===== config.mk =====
export PLATFORM = sky130hd
export DESIGN_NAME = slm_ctrl
export DESIGN_NICKNAME = d
export VERILOG_FILES = /design/src/design/slm_pkg.sv /design/src/design/slm_ctrl.sv
export VERILOG_INCLUDE_DIRS = /design/src /design/src/design
export SDC_FILE = /design/constraint.sdc
export NUM_CORES = 1
export LEC_CHECK = 0
export BUFFER_PORTS_ARGS = -buffer_cell sky130_fd_sc_hd__buf_2
export CAP_MARGIN = 10
export CORE_AREA = 5 5 42 44
export DETAILED_ROUTE_END_ITERATION = 8
export DIE_AREA = 0 0 47 49
export PLACE_DENSITY = 0.69
export SLEW_MARGIN = 0
export SYNTH_ARGS = -nofsm -noshare
export SYNTH_HDL_FRONTEND = slang
export SYNTH_SLANG_ARGS = --single-unit
export TNS_END_PERCENT = 30

===== constraint.sdc =====
create_clock -name i_clk -period 2.25 [get_ports i_clk]
set_input_delay 0.45 -clock i_clk [delete_from_list [all_inputs] [get_ports i_clk]]
set_output_delay 0.45 -clock i_clk [all_outputs]
set_load 0.05 [all_outputs]

===== src/design/stereo_level_meter_unit_defines.svh =====
// Assertion macros for the stereo level meter RTL.
// Both macros assume a clock i_clk and an active-low reset i_rst_n in scope.
`ifndef STEREO_LEVEL_METER_UNIT_DEFINES_SVH
`define STEREO_LEVEL_METER_UNIT_DEFINES_SVH
`ifndef SYNTHESIS
`define SLM_ASSERT_IMPL(label, ante, cons, msg) \
    label: assert property (@(posedge i_clk) disable iff (!i_rst_n) (ante) |-> (cons)) \
        else $error(msg);
`define SLM_ASSERT_NEXT(label, ante, cons, msg) \
    label: assert property (@(posedge i_clk) disable iff (!i_rst_n) (ante) |=> (cons)) \
        else $error(msg);
`else
`define SLM_ASSERT_IMPL(label, ante, cons, msg)
`define SLM_ASSERT_NEXT(label, ante, cons, msg)
`endif
`endif


===== src/design/slm_pkg.sv =====
// Shared types and constants for the stereo level meter.
// No dependencies; used by slm_ctrl, slm_dp and stereo_level_meter_unit.
`timescale 1ns / 1ps
`default_nettype none

package slm_pkg;

    localparam int BLOCK_DEFAULT = 64;

    localparam int SMP_W      = 24;
    localparam int LEVEL_W    = 16;
    localparam int HOLD_W     = 18;
    localparam int PROD_W     = 41;
    localparam int SQ_W       = 47;
    localparam int MS_W       = 48;
    localparam int CFG_IDX_W  = 2;
    localparam int CFG_DATA_W = 18;

    localparam logic [LEVEL_W-1:0] LEVEL_RESET = 16'd19661;
    localparam logic [HOLD_W-1:0]  HOLD_RESET  = 18'd12000;

    localparam int SCALE_SHIFT = 15;
    localparam int SCALE_ROUND = 16384;
    localparam int SAT_MAX     = 8388607;
    localparam int SAT_MIN     = -8388608;
    localparam logic [SMP_W-1:0] FULL_SCALE = 24'd1048576;

    localparam int PEAK_COEF  = 52;
    localparam int MS_COEF    = 131;
    localparam int COEF_ROUND = 32768;
    localparam int COEF_SHIFT = 16;

    localparam int SQRT_STEPS = 24;
    localparam int SQRT_CNT_W = 5;
    localparam int SQRT_TOP   = 46;

    typedef logic [CFG_IDX_W-1:0] t_cfg_idx;
    localparam t_cfg_idx CFG_LEVEL = 2'd0;
    localparam t_cfg_idx CFG_RIGHT = 2'd1;
    localparam t_cfg_idx CFG_HOLD  = 2'd2;

    typedef enum logic [3:0] {
        S_IDLE,
        S_MUL,
        S_SAT,
        S_SQR,
        S_UPD,
        S_MS,
        S_RINIT,
        S_ROOT,
        S_RFIN,
        S_OUT
    } t_state;

    typedef struct packed {
        logic load_in;
        logic mul;
        logic sat;
        logic sqr;
        logic upd;
        logic ms;
        logic root_init;
        logic root_step;
        logic root_fin;
        logic out_load;
    } t_cmd;

    typedef struct packed {
        logic block_end;
        logic out_free;
    } t_stat;

endpackage

`default_nettype wire


===== src/design/slm_ctrl.sv =====
// Sequencer for the stereo level meter: steps one word through the datapath.
// Depends on slm_pkg and stereo_level_meter_unit_defines.svh.
`timescale 1ns / 1ps
`default_nettype none
`include "stereo_level_meter_unit_defines.svh"

module slm_ctrl (
    input  wire logic           i_clk,
    input  wire logic           i_rst_n,
    input  wire logic           i_in_valid,
    output logic                o_in_stall,
    input  wire slm_pkg::t_stat i_stat,
    output slm_pkg::t_cmd       o_cmd
);

    localparam logic [slm_pkg::SQRT_CNT_W-1:0] CNT_LAST =
        slm_pkg::SQRT_CNT_W'(slm_pkg::SQRT_STEPS - 1);

    slm_pkg::t_state r_state, n_state;
    logic [slm_pkg::SQRT_CNT_W-1:0] r_cnt, n_cnt;

    always_ff @(posedge i_clk) begin
        if (!i_rst_n) begin
            r_state <= slm_pkg::S_IDLE;
            r_cnt   <= '0;
        end else begin
            r_state <= n_state;
            r_cnt   <= n_cnt;
        end
    end

    always_comb begin
        n_state    = r_state;
        n_cnt      = r_cnt;
        o_cmd      = '0;
        o_in_stall = 1'b1;
        unique case (r_state)
            slm_pkg::S_IDLE: begin
                o_in_stall = 1'b0;
                if (i_in_valid) begin
                    o_cmd.load_in = 1'b1;
                    n_state       = slm_pkg::S_MUL;
                end
            end
            slm_pkg::S_MUL: begin
                o_cmd.mul = 1'b1;
                n_state   = slm_pkg::S_SAT;
            end
            slm_pkg::S_SAT: begin
                o_cmd.sat = 1'b1;
                n_state   = slm_pkg::S_SQR;
            end
            slm_pkg::S_SQR: begin
                o_cmd.sqr = 1'b1;
                n_state   = slm_pkg::S_UPD;
            end
            slm_pkg::S_UPD: begin
                o_cmd.upd = 1'b1;
                n_state   = slm_pkg::S_MS;
            end
            slm_pkg::S_MS: begin
                o_cmd.ms = 1'b1;
                n_state  = i_stat.block_end ? slm_pkg::S_RINIT : slm_pkg::S_OUT;
            end
            slm_pkg::S_RINIT: begin
                o_cmd.root_init = 1'b1;
                n_cnt           = '0;
                n_state         = slm_pkg::S_ROOT;
            end
            slm_pkg::S_ROOT: begin
                o_cmd.root_step = 1'b1;
                if (r_cnt == CNT_LAST) begin
                    n_state = slm_pkg::S_RFIN;
                end else begin
                    n_cnt = r_cnt + 1'b1;
                end
            end
            slm_pkg::S_RFIN: begin
                o_cmd.root_fin = 1'b1;
                n_state        = slm_pkg::S_OUT;
            end
            slm_pkg::S_OUT: begin
                if (i_stat.out_free) begin
                    o_cmd.out_load = 1'b1;
                    n_state        = slm_pkg::S_IDLE;
                end
            end
            default: begin
                n_state = slm_pkg::S_IDLE;
            end
        endcase
    end

    `SLM_ASSERT_NEXT(a_accept_starts_mul, i_in_valid && !o_in_stall, r_state == slm_pkg::S_MUL, "accepted word did not start the multiply")
    `SLM_ASSERT_NEXT(a_root_exit, r_state == slm_pkg::S_ROOT && r_cnt == CNT_LAST, r_state == slm_pkg::S_RFIN, "square root did not finish after its last step")
    `SLM_ASSERT_NEXT(a_out_return, r_state == slm_pkg::S_OUT && i_stat.out_free, r_state == slm_pkg::S_IDLE, "sequencer did not return to idle after output load")

endmodule

`default_nettype wire


Word-level counts from Yosys, hierarchy flattened
Index checks and enable logic that the tools add are counted.
Storage, ports and cells
  flip-flop bits (word level): 9
  bits of input ports: 5
  output and inout port bits: 11
  logic and storage cells: 41
Operators by class
  $add $sub $neg: 1
  equality and inequality tests: 14
  mux-type cells: 20
  reductions and logical operators: 4
Operator list (count)
  4-bit one-hot mux with 10 select lines: 1
  4-bit by 3-bit equality test with 1-bit output, second input constant: 4
  4-bit two-way mux: 4
  1-bit two-way mux: 13
  5-bit one-hot mux with 2 select lines: 1
  4-bit by 2-bit equality test with 1-bit output, second input constant: 2
  4-bit equality test, second input constant: 2
  2-bit != test, second input constant: 4
  5-bit by 1-bit adder with 5-bit output, second input constant: 1
  5-bit equality test, second input constant: 1
  5-bit two-way mux: 1
  4-bit by 1-bit equality test with 1-bit output, second input constant: 1
  4-bit zero test: 1
  3-bit AND reduction: 1
  2-bit AND reduction: 1
  2-bit nonzero test: 1

Depth between registers and ports, before layout
Gate-level depths: netlist of run 1.
  depth after elaboration: 3
  gate-level depth with buffers: 5
  depth with buffers taken out: 5

Least setup slack after synthesis of run 1
Ideal clock, no wire load.
  path kind: register -> output
  start: register r_state[3]
  end: output o_cmd[1] (netlist name)
  arrival time: 2.236 ns
  data required time: 1.800 ns
  path slack: -0.436 ns
  stages on the path, launching flop included: 3
  path buffers: 1
  cell sequence: dfxtp_1 > clkbuf_1 > nor4b_1
RTL lines
  from (decl): RTL line slm_ctrl.sv:19  | slm_pkg::t_state r_state, n_state;
  from (signal assigned): RTL line slm_ctrl.sv:24  | r_state <= slm_pkg::S_IDLE;
  from (signal assigned): RTL line slm_ctrl.sv:27  | r_state <= n_state;
  to (decl): RTL line slm_ctrl.sv:13  | output slm_pkg::t_cmd o_cmd

==> flow_metrics.tcl, run 1 <==
set metrics [dict create \
    reg2reg_to "r_cnt[0]" \
    setup_viol_count_final 0 \
    place_ws_ns 0.455 \
    internal_power_w 0.000263 \
    ant_nets 0 \
    cts.repair.resized 0 \
    dp_hpwl_um 908 \
    p_seq_share_pct 45.6 \
    ys_ff_latch 9 \
    dpl_cell_area_um2 654 \
    antenna_found_initial 0 \
    fin_nets 95 \
    clk_pin_slew_ns 0.06 \
    rsz0062_at_grt "false" \
    hold_depth 2 \
    finalSetupTns_ns 0 \
    syn-instance-count 74 \
    yosys_warnings 0 \
    grt_pass1_vias 472 \
    num_antenna_cells 0 \
    cts-hold-fix-buffers 0 \
    slew-limit-headroom_pct 65.0 \
    cts_buffer_depth 2 \
    rrSetupSlack_ns 0.71 \
    total_leakage_power_nw 0.337 \
    yosysSeqAreaShare_pct 30.8 \
    final_cell_area_um2 681 \
    synth-edff-count 0 \
    min_to "r_state[0]" \
    postCtsSetupRepairBufs 0 \
    ys.flop_type "dfxtp_1" \
    setup_ws_ns 0.179 \
    wl_per_cell_um 11.5 \
    routed_wl_um 1200 \
    fin_crit_ns 2.07 \
    num_io_pins 16 \
    pwr-share-comb_pct 25.4 \
    syn_area_um2 586 \
    grt_pass1_wl_um 1930 \
    drt-vias-per-instance 5.29 \
    hold_violations 0 \
    startpoint_type "flop" \
    overflow 0 \
    place.port_buffers 15 \
    path_max_fanout 17 \
    worst_ep_required_time_ns 1.80 \
    areaGrowthSynthToFinish_pct 16.2 \
    start_util_pct 41.8 \
    crit_type "reg2out" \
    synthesis.nets 80 \
    period_share_pct 92.0 \
    cts_buffers 3 \
    die_h_um 49 \
    drv_cap 0 \
    core_area_mm2 0.00140 \
    report.power.total_w 0.000409 \
    rr_startpoint "r_state[1]" \
    drtIter0Drc 1 \
    avgSynthCellArea_um2 7.91 \
    hold_start "i_rst_n" \
    ff2ff_path_depth 4 \
    swShare_pct 35.5 \
    hold_class "in2reg" \
    yosys.area.top_type "dfxtp_1" \
    worstSkewPairLatency_ns 0.25 \
    cts_tree "built" \
    synthArstFlopShare_pct 0 \
    vdd_ir_drop_max_uv 320 \
    max_freq_mhz 483 \
    gp_congestion 0.803 \
    cts.sinks 9 \
    grtUsageTotal_pct 11.3 \
    dr.pass1.iters 2 \
    clockRootBuffer "clkbuf_4" \
    p_clk_share_pct 29.0 \
    power_density_mw_per_mm2 600 \
    die-area_mm2 0.00230 \
    status "completed" \
    die-width_um 47 \
    via_count 550 \
    finalClockSkew_ns 0.000640 \
    critPathCaptureType "output pin" \
    drc 0 \
    finalCoreUtilization_pct 48.6 \
    synthTopCellsByArea "dfxtp_1 (31%), a21oi_1 (5.1%), nand3_1 (5.1%), nand2_1 (5.1%), xor2_1 (4.5%)" \
    p_switching_w 0.000145 \
    finalMaxSlewViolations 0 \
    synth_top_area_share_pct 30.8 \
    drive_gt1_share_pct 26.1 \
    crit_arrival_ns 1.62 \
    grt_max_degree 18 \
    ys_types 33 \
    tightestPinTransition_ns 0.524 \
    h-tree-depth 1 \
    num_rows 14 \
]
## power groups by stage
| stage | sequential (W) | clock (W) | combinational [W] |
|---|---|---|---|
| 2_1_floorplan | 0.000174 | 0 | 0.0000989 |
| 3_3_place_gp | 0.000189 | 0 | 0.000104 |
| 3_5_place_dp | 0.000190 | 0 | 0.000105 |
| 4_1_cts | 0.000186 | 0.000128 | 0.000105 |
| 5_1_grt | 0.000188 | 0.000137 | 0.000110 |
| 6_report | 0.000186 | 0.000119 | 0.000104 |
## worst max-delay path: stages (launching register included)
cell	delay, ns
dfxtp_1	0.65
and4b_1	0.41
buf_2	0.31
## state kept, by name (all words and copies together) (netlist names)
name,cells
r_state,4
r_cnt,5
## per-layer routing
metal,vias up,track usage [%],part of all wire (%)
met1,248,14.1,48
met3,0,5.54,3.8
li1,292,-,-
met4,0,4.15,0
met5,-,0,0
met2,10,16.5,48
## area by class of cell
cell class | instances | area, µm²
inverters | 2 | 7.51
fillers | 156 | 721
multi-input cells | 58 | 372
well taps | 16 | 20.0
flip-flops and latches | 9 | 180
clock buffers | 4 | 26.3
repair buffers | 15 | 75.1
## Yosys cell counts, types with 2 or more instances
cell	n
and4b_1	2
xor2_1	3
nand3_1	6
a21oi_1	6
buf_2	2
nand2b_1	4
dfxtp_1	9
nor3_1	4
nor2_1	6
nand2_1	8
and3_1	2
## kinds of logic (layout without fill, tap and decap cells)
kind of cell | after synthesis | count (layout) | share of synthesized area (%)
AOI/OAI and AO/OA | 11 | 11 | 12.0
adders and majority gates | 1 | 1 | 2.14
buffers and inverters | 7 | 21 | 6.84
and+or+nand+nor | 42 | 42 | 42.1
DFF | 9 | 9 | 30.8
xor gates and xnor gates | 3 | 3 | 4.49
muxes | 1 | 1 | 1.71
## through the flow
stage | instances | hold WS [ns]
6_report | 104 | 0.479
2_1_floorplan | 74 | 0.459
3_5_place_dp | 100 | 0.490
5_1_grt | 104 | 0.470
3_3_place_gp | 100 | 0.477
4_1_cts | 104 | 0.469
## layout by cell type, fill, tap and decap left out, types with 3 or more instances in the layout
cell	instances
nand2_1	8
a21oi_1	6
buf_2	15
nor3_1	4
dfxtp_1	9
clkbuf_4	3
nand2b_1	4
nor2_1	6
nand3_1	6
xor2_1	3
## worst max path at each step
stage / start / end
3_3_place_gp: r_state[1] / o_cmd[2]
6_report: r_state[1] / o_cmd[2]
5_1_grt: r_state[1] / o_cmd[2]
3_5_place_dp: r_state[1] / o_cmd[2]
2_1_floorplan: r_state[1] / o_cmd[5]
4_1_cts: r_state[1] / o_cmd[2]
No activity file was read; power rests on OpenSTA's default activity.
==> inputs of run 2 (changes only) <==
--- a/config.mk
+++ b/config.mk
@@ -9,8 +9,10 @@
 export BUFFER_PORTS_ARGS = -buffer_cell sky130_fd_sc_hd__buf_2
 export CAP_MARGIN = 10
 export CORE_AREA = 5 5 42 44
+export CTS_CLUSTER_DIAMETER = 200
 export DETAILED_ROUTE_END_ITERATION = 8
 export DIE_AREA = 0 0 47 49
+export GPL_TIMING_DRIVEN = 0
 export PLACE_DENSITY = 0.69
 export SLEW_MARGIN = 0
 export SYNTH_ARGS = -nofsm -noshare
==> constraint.sdc (replaced) <==
create_clock -name i_clk -period 2.25 [get_ports i_clk]
set_input_delay 0.45 -clock i_clk [delete_from_list [all_inputs] [get_ports i_clk]]
set_output_delay 0.45 -clock i_clk [all_outputs]
set_load 0.1 [all_outputs]
==> flow_metrics.tcl, run 2 (synthesis gave the netlist of run 1 again) <==
set metrics [dict create \
    setup_ws_ns 0.108 \
    largest_register_ffs 5 \
    dp_hpwl_um 994 \
    rrSetupSlack_ns 0.88 \
    routed_wl_um 1290 \
    grt_pass1_vias 567 \
    cts_buffers 3 \
    clk_pin_slew_ns 0.06 \
    drt-vias-per-instance 5.43 \
    drive_gt1_share_pct 33.3 \
    setup_viol_count_final 0 \
    die_h_um 49 \
    tightestPinTransition_ns 0.486 \
    cts.repair.resized 0 \
    ff_latch_area_um2 180 \
    die-area_mm2 0.00230 \
    place_ws_ns 0.325 \
    period_share_pct 95.2 \
    cp.buffers_inverters 2 \
    dpl_cell_area_um2 708 \
    final_cell_area_um2 737 \
    hold_depth 2 \
    startpoint_type "flop" \
    place.port_buffers 15 \
    start_util_pct 41.8 \
    hold_class "in2reg" \
    hold_violations 0 \
    slew-limit-headroom_pct 67.8 \
    finalMaxSlewViolations 0 \
    path_max_fanout 10 \
    cts_tree "built" \
    finalClockSkew_ns 0.00861 \
    cts-hold-fix-buffers 0 \
    hold_start "i_rst_n" \
    cts_buffer_depth 2 \
    ff2ff_path_depth 5 \
    rsz0062_at_grt "true" \
    ant_nets 0 \
    max_freq_mhz 467 \
    worst_ep_required_time_ns 1.80 \
    reg2reg_to "r_state[0]" \
    crit_arrival_ns 1.69 \
    drc 0 \
    total_leakage_power_nw 0.371 \
    die-width_um 47 \
    clockRootBuffer "clkbuf_4" \
    num_io_pins 16 \
    largest-register "r_cnt" \
    postCtsSetupRepairBufs 0 \
    antenna_found_initial 0 \
    worstSkewPairLatency_ns 0.26 \
    multiInputGateArea_um2 393 \
    num_rows 14 \
    top_regs "r_cnt (5), r_state (4)" \
    min_to "r_state[0]" \
    status "completed" \
    slowest_stage "buf_2" \
    overflow 0 \
    max_stage_delay_ns 0.42 \
    fin_nets 100 \
    crit_type "reg2out" \
    wl_per_cell_um 11.9 \
    final_common_cell "buf_2" \
    dr.pass1.iters 4 \
    grt_max_degree 11 \
    core_area_mm2 0.00140 \
    num_antenna_cells 0 \
    worstPathCellList "clkbuf_1 -> and4b_1 -> buf_2" \
    power_density_mw_per_mm2 643 \
    via_count 592 \
    h-tree-depth 1 \
    drtIter0Drc 7 \
    cp_top_family "buffers and inverters" \
    grt_pass1_wl_um 2380 \
    drv_cap 0 \
    n_fill_cell 153 \
    final_cell_mix "buf_2 (16), dfxtp_1 (9), nand2_1 (8)" \
    critPathCaptureType "output pin" \
    cts.sinks 9 \
    fin_crit_ns 2.14 \
    vdd_ir_drop_max_uv 363 \
    rr_startpoint "r_cnt[0]" \
    gp_congestion 0.827 \
    grtUsageTotal_pct 13.6 \
    whs_ns 0.470 \
    areaGrowthSynthToFinish_pct 25.9 \
]
run 2: routing by layer:
layer	up-vias	part of all wire (%)	track usage, %
li1	307	-	-
met1	267	46	17.7
met2	13	47	20.6
met3	5	5.5	4.43
met4	0	1.5	4.15
met5	-	0	0
run 2: worst register-to-register path, stage by stage, from the launching register on:
cell      delay, ns
dfxtp_1        0.37
ha_1           0.24
nand4b_2       0.21
nand2_2        0.16
o31ai_1        0.08
o21a_1         0.19
run 2: how the worst max path moves through the flow:
stage	slack [ns]	endpoint	startpoint	cells past startpoint
floorplan	-0.58	o_cmd[1]	r_state[3]	2
global placement	0.36	o_cmd[1]	r_state[3]	3
detailed placement	0.33	o_cmd[1]	r_state[3]	3
CTS	0.04	o_cmd[1]	r_state[3]	3
global route	-0.02	o_cmd[0]	r_state[3]	3
finish	0.11	o_cmd[0]	r_state[3]	3
run 2: power breakdown:
part | switching [W] | total [W] | internal, W | leakage (nW)
combinational | 0.000144 | 0.000180 | 0.0000357 | 0.283
clock | 0.0000526 | 0.000121 | 0.0000681 | 0.0150
sequential | 0.00000831 | 0.000174 | 0.000165 | 0.0730
run 2: final cells by class:
cell class / instances / share of cell area, %
sequential: 9 / 24.4
inverter: 2 / 1.02
buffer: 5 / 4.41
timing repair buffer: 15 / 10.5
tap: 16 / 2.72
multi-input combinational: 58 / 53.3
clock buffer: 4 / 3.57
run 2: metrics by stage:
stage / setup TNS, ns / power, W / util, % / std cells
6_report: 0 / 0.000474 / 52.6 / 109
5_1_grt: -0.0155 / 0.000502 / 52.6 / 109
4_1_cts: 0 / 0.000483 / 52.4 / 109
3_5_place_dp: 0 / 0.000358 / 50.5 / 105
3_3_place_gp: 0 / 0.000356 / 50.5 / 105
2_1_floorplan: -1.30 / 0.000329 / - / 74
